`src/rtl/core/vlcp_pkg.sv`:
```
// Shared types and constants of the variable-length code packer.
// Used by the controller, datapath, top level and testbench; depends on nothing.
package vlcp_pkg;

   localparam int BYTE_BITS      = 8;
   localparam int CODE_W         = 16;
   localparam int LEN_W          = 5;
   localparam int INDEX_W        = 9;
   localparam int TABLE_DEPTH    = 257;
   localparam int MAX_CODE_BITS  = 16;
   localparam int LEN_LIMIT      = (MAX_CODE_BITS < CODE_W) ? MAX_CODE_BITS : CODE_W;
   // pending bits (at most 7) plus one full code fit in the window
   localparam int WIN_W          = CODE_W + BYTE_BITS;
   localparam int CNT_W          = $clog2(WIN_W + 1);

   localparam logic [INDEX_W-1:0] TERM_ENTRY = INDEX_W'(9'h100);

   typedef enum logic [1:0] {
      FUNC_LOAD   = 2'd0,
      FUNC_ENCODE = 2'd1,
      FUNC_END    = 2'd2,
      FUNC_NONE   = 2'd3
   } func_type;

   typedef struct packed {
      logic [LEN_W-1:0]  len;
      logic [CODE_W-1:0] code;
   } entry_type;

   typedef struct packed {
      logic load;      // write the table entry from the input word
      logic merge;     // append the looked-up code to the bit window
      logic emit;      // move the top byte of the window to the output register
      logic last;      // mark the emitted byte as the final one of the packet
      logic clear;     // empty the window for the next packet
   } cmd_type;

   typedef struct packed {
      logic cnt_ge8;
      logic cnt_eq8;
      logic cnt_zero;
      logic out_free;
   } status_type;

endpackage

```
`src/rtl/core/vlcp_ctrl.sv`:
```
// Controller of the code packer: sequences table load, lookup, merge and byte output.
// Depends on vlcp_pkg for the command and status types.
module vlcp_ctrl (
   input  logic                 clock,
   input  logic                 reset,
   input  logic                 req_valid,
   output logic                 req_ready,
   input  logic [1:0]           req_func,
   input  vlcp_pkg::status_type status,
   output vlcp_pkg::cmd_type    cmd
);
   import vlcp_pkg::*;

   typedef enum logic [1:0] {
      ST_IDLE,
      ST_MERGE,
      ST_EMIT
   } state_type;

   state_type state_ff, state_in;
   logic      is_end_ff, is_end_in;
   logic      accept;
   logic      full;
   logic      pad;
   func_type  func;

   assign func      = func_type'(req_func);
   assign req_ready = (state_ff == ST_IDLE);
   assign accept    = req_valid && req_ready;

   // a partial byte is padded out only by an end word
   assign full = status.cnt_ge8;
   assign pad  = is_end_ff && !status.cnt_zero && !status.cnt_ge8;

   always_comb begin
      cmd       = '0;
      state_in  = state_ff;
      is_end_in = is_end_ff;
      case (state_ff)
         ST_IDLE: begin
            if (accept) begin
               case (func)
                  FUNC_LOAD: begin
                     cmd.load = 1'b1;
                  end
                  FUNC_ENCODE, FUNC_END: begin
                     is_end_in = (func == FUNC_END);
                     state_in  = ST_MERGE;
                  end
                  default: begin
                  end
               endcase
            end
         end
         ST_MERGE: begin
            cmd.merge = 1'b1;
            state_in  = ST_EMIT;
         end
         ST_EMIT: begin
            cmd.emit = (full || pad) && status.out_free;
            cmd.last = is_end_ff && (pad || status.cnt_eq8);
            if (!full && !pad) begin
               cmd.clear = is_end_ff;
               state_in  = ST_IDLE;
            end else if (pad && status.out_free) begin
               cmd.clear = 1'b1;
               state_in  = ST_IDLE;
            end
         end
         default: begin
            state_in = ST_IDLE;
         end
      endcase
   end

   always_ff @(posedge clock) begin
      if (reset) begin
         state_ff  <= ST_IDLE;
         is_end_ff <= 1'b0;
      end else begin
         state_ff  <= state_in;
         is_end_ff <= is_end_in;
      end
   end

endmodule

```
`config.mk`:
```
export PLATFORM = sky130hd
export DESIGN_NAME = vlcp_ctrl
export DESIGN_NICKNAME = d
export VERILOG_FILES = /design/src/rtl/core/vlcp_pkg.sv /design/src/rtl/core/vlcp_ctrl.sv
export SDC_FILE = /design/constraint.sdc
export NUM_CORES = 1
export LEC_CHECK = 0
export BUFFER_PORTS_ARGS = -buffer_cell sky130_fd_sc_hd__buf_2
export CELL_PAD_IN_SITES_DETAIL_PLACEMENT = 0
export CELL_PAD_IN_SITES_GLOBAL_PLACEMENT = 2
export CORE_UTILIZATION = 17
export CTS_CLUSTER_SIZE = 12
export DETAILED_ROUTE_END_ITERATION = 8
export PLACE_DENSITY = 0.65
export SETUP_SLACK_MARGIN = 0.05
export SYNTH_ARGS = -nofsm -noshare
export SYNTH_HDL_FRONTEND = slang
export SYNTH_SLANG_ARGS = --single-unit
export TNS_END_PERCENT = 1
```
`constraint.sdc`:
```
create_clock -name clock -period 0.9 [get_ports clock]
set_input_delay 0.135 -clock clock [delete_from_list [all_inputs] [get_ports clock]]
set_output_delay 0.135 -clock clock [all_outputs]
set_load 0.005 [all_outputs]
```
### After elaboration in Yosys (flattened, before gate mapping)

Index checks and enable logic that the tools add are counted.

| operators by class | value |
|---|---|
| equal/unequal tests | 7 |
| mux-type cells | 12 |
| reductions and logical operators | 17 |

Operator list:

| kind | count |
|---|---|
| 2-to-1 mux 2 bit | 4 |
| logical AND 1 bit | 7 |
| 2-to-1 mux 1 bit | 6 |
| one-hot mux 2 bit (3 select lines) | 1 |
| AND reduction 3 bit | 2 |
| == test 2 x 1 -> 1 bit, second input constant | 2 |
| == test 2 bit, second input constant | 2 |
| zero test 2 bit | 2 |
| inequality test 2 x 1 -> 1 bit, second input constant | 2 |
| zero test 1 bit | 3 |
| 2-to-1 mux 3 bit | 1 |
| inequality test 3 bit, second input constant | 1 |
| logical OR 1 bit | 2 |
| OR reduction 2 bit | 1 |

| word-level totals | value |
|---|---|
| bits in registers | 3 |

### Longest topological paths before layout

| depth | value |
|---|---|
| depth in word-level cells | 7 |
| gate-level depth with buffers | 4 |

### Worst setup path after synthesis

OpenSTA, ideal clock, no wires.

| timing path | value |
|---|---|
| path kind | register -> output |
| start | register state_ff[0] |
| end | output port cmd[0] (netlist bit) |
| arrival | 0.773 ns |
| required time | 0.765 ns |
| setup slack | -0.008 ns |
| stages on the path, launching flop included | 3 |
| path through | dfxtp_1 > and2b_2 > and4bb_1 |

RTL lines:

| element | line | text |
|---|---|---|
| start: declaration | vlcp_ctrl.sv:20 | `state_type state_ff, state_in;` |
| start signal: assignment | vlcp_ctrl.sv:81 | `state_ff <= state_in;` |
| end: declaration | vlcp_ctrl.sv:10 | `output vlcp_pkg::cmd_type cmd` |

==> impl_metrics.tcl <==
set metrics [dict create \
    drt_iter0_drc 2 \
    clk_latency_ps 240 \
    syn_area_um2 235 \
    drc 0 \
    r2r_start "state_ff[1]" \
    finalNonFillerCells 63 \
    cts_inserted_buffers 3 \
    syn_nets 37 \
    initial_utilization 0.181 \
    arrival_ps 1090 \
    fin_crit_sh 1.36 \
    grt_max_degree 6 \
    grt_pass1_vias 243 \
    finClkSkew_ps 5.46 \
    crit_type "flip-flop to output pin" \
    io_pins 15 \
    worstRegToRegCells 4 \
    setup_viol 9 \
    worstPathMaxFanout 3 \
    root_buffer "clkbuf_4" \
    min_path_type "input pin to flip-flop" \
    outcome "finished with violations" \
    slew_headroom 0.880 \
    routed_wirelength_um 631 \
    hold_buffers 0 \
    stdcell_area_um2 393 \
    peakVddDrop_uv 639 \
    rsz0062_at_grt "true" \
    final_max_slew_viol_count 0 \
    diodes 0 \
    max_freq_ghz 0.817 \
    grt_pass1_wl_um 993 \
    yosysWarningCount 0 \
    nNetsFinal 60 \
    grtUsageTotal 0.101 \
    synth_seq_cells 3 \
    min_path_cells 3 \
    antenna_found_initial 0 \
    ant_nets 0 \
    worstSetupEndpointType "output pin" \
    worst-slew-pin-transition_ps 179 \
    synthCells 26 \
    violations "negative setup slack" \
    vias_per_cell 3.97 \
    powerDensity_mw_per_mm2 1220 \
    num_vias 250 \
    row_count 13 \
    synth.top_cell.area_share 0.255 \
    seq_area_frac_synth 0.255 \
    dp.cells 57 \
    place_area_um2 349 \
    hold_viol_final 0 \
    clockBufferDepth 2 \
    timing.final.ws_setup_ps -324 \
    required_ps 760 \
    area_growth_pct 67.0 \
    gp_congestion 0.713 \
    drive_above_1_share 0.542 \
    leakagePower_nw 0.247 \
    io_buffers 14 \
    clock-sinks 3 \
    min_from "reset" \
    crit_path_start "state_ff[0]" \
    grt_overflow_total 0 \
    drtPass1Iterations 3 \
    synthTopCellsByArea "dfxtp_1 26%, and4bb_1 11%, ha_1 11%" \
    worst-r2r-setup-slack_ps -140 \
    synth.largest_area_cell "dfxtp_1" \
    die_y_um 39.2 \
    fp.dieArea_mm2 0.00154 \
    dieWidth_um 39.2 \
    maxCapViolations 0 \
    cts_tree "done" \
    ys_types 15 \
    period_needed_ps 1220 \
    startpoint_type "flip-flop" \
    syn_avg_cell_area_um2 9.05 \
    core-area_mm2 0.00130 \
    clkSlewWorstSetupHoldPaths_ps 40 \
    cts_max_level 1 \
    wl_per_cell_um 10.0 \
]
==> path summary, 6_finish.rpt <==
| kind | to |
|---|---|
| worst min register to register | is_end_ff |
| worst min-delay path | state_ff[1] |
| worst max register to register | state_ff[1] |
| worst max-delay path | cmd[0] |
==> placed cells by master, fill, tap and decap left out, drive strengths merged <==
cell type  Yosys  routed
and2           1       1
and2b          1       1
and3           1       1
and4bb         2       2
buf            0      18
clkbuf         0       4
dfxtp          3       3
ha             2       2
inv            3       3
mux2i          1       1
nand2b         2       2
nor2           3       3
nor2b          2       2
nor3b          1       1
o211a          2       2
o311a          1       1
xor2           1       1
==> state kept, by name (all words and copies together), names as in the netlist <==
name and count:
is_end_ff 1, state_ff 2
==> logic make-up after synthesis <==
logic type,Yosys count,synth area share
AOI/OAI and AO/OA,3,0.128
muxes,1,0.0426
adders and majority gates,2,0.106
DFF,3,0.255
xor gates and xnor gates,1,0.0372
and+or+nand+nor,13,0.383
buffers and inverters,3,0.0479
==> final cells by class <==
| class | instances | area, um2 |
|---|---|---|
| clock buffers | 4 | 26.3 |
| well taps | 15 | 18.8 |
| repair buffers | 18 | 100 |
| fillers | 154 | 908 |
| flip-flops and latches | 3 | 62.6 |
| multi-input cells | 20 | 174 |
| inverters | 3 | 11.3 |
==> report_power, final <==
part	total, W	switching [W]	internal (W)
sequential	0.000145	0.00000501	0.000140
clock	0.000246	0.0000795	0.000167
combinational	0.0000889	0.0000370	0.0000519
total	0.000480	0.000122	0.000359
==> synth_stat cells <==
cell type and count:
nand2b_1 2, and3_1 1, o211a_1 2, nor2b_1 2, xor2_1 1, dfxtp_1 3
o311a_1 1, inv_1 3, and4bb_1 2, and2_1 1, nor2_1 3, mux2i_1 1
nor3b_1 1, and2b_2 1, ha_1 2
==> critical path: stages (launching register included) <==
cell	delay (ps)
dfxtp_2	320
and2b_2	230
and4bb_1	180
buf_2	120
==> what timing repair did <==
action                                  CTS  global route
pin swaps                                 2             1
buffers inserted                          2             0
gates resized for setup                   0             1
endpoints found under the setup margin    8             9
==> layer usage <==
metal | share of wire | wire [um] | GRT usage
met5 | 0 | 0 | 0
met4 | 0.035 | 22 | 0.103
met3 | 0.013 | 8 | 0.0173
met2 | 0.54 | 341 | 0.163
met1 | 0.41 | 260 | 0.106
==> through the flow <==
stage / power, W / setup TNS (ps) / worst slack [ps] / utilization / hold WS [ps]
floorplan: 0.000186 / 0 / 21.1 / - / 290
global placement: 0.000228 / -479 / -121 / 0.268 / 420
detailed placement: 0.000230 / -527 / -135 / 0.268 / 426
CTS: 0.000491 / -1920 / -332 / 0.300 / 168
global route: 0.000512 / -2260 / -369 / 0.302 / 185
finish: 0.000480 / -1790 / -324 / 0.302 / 173
No activity file was read; power rests on OpenSTA's default activity.
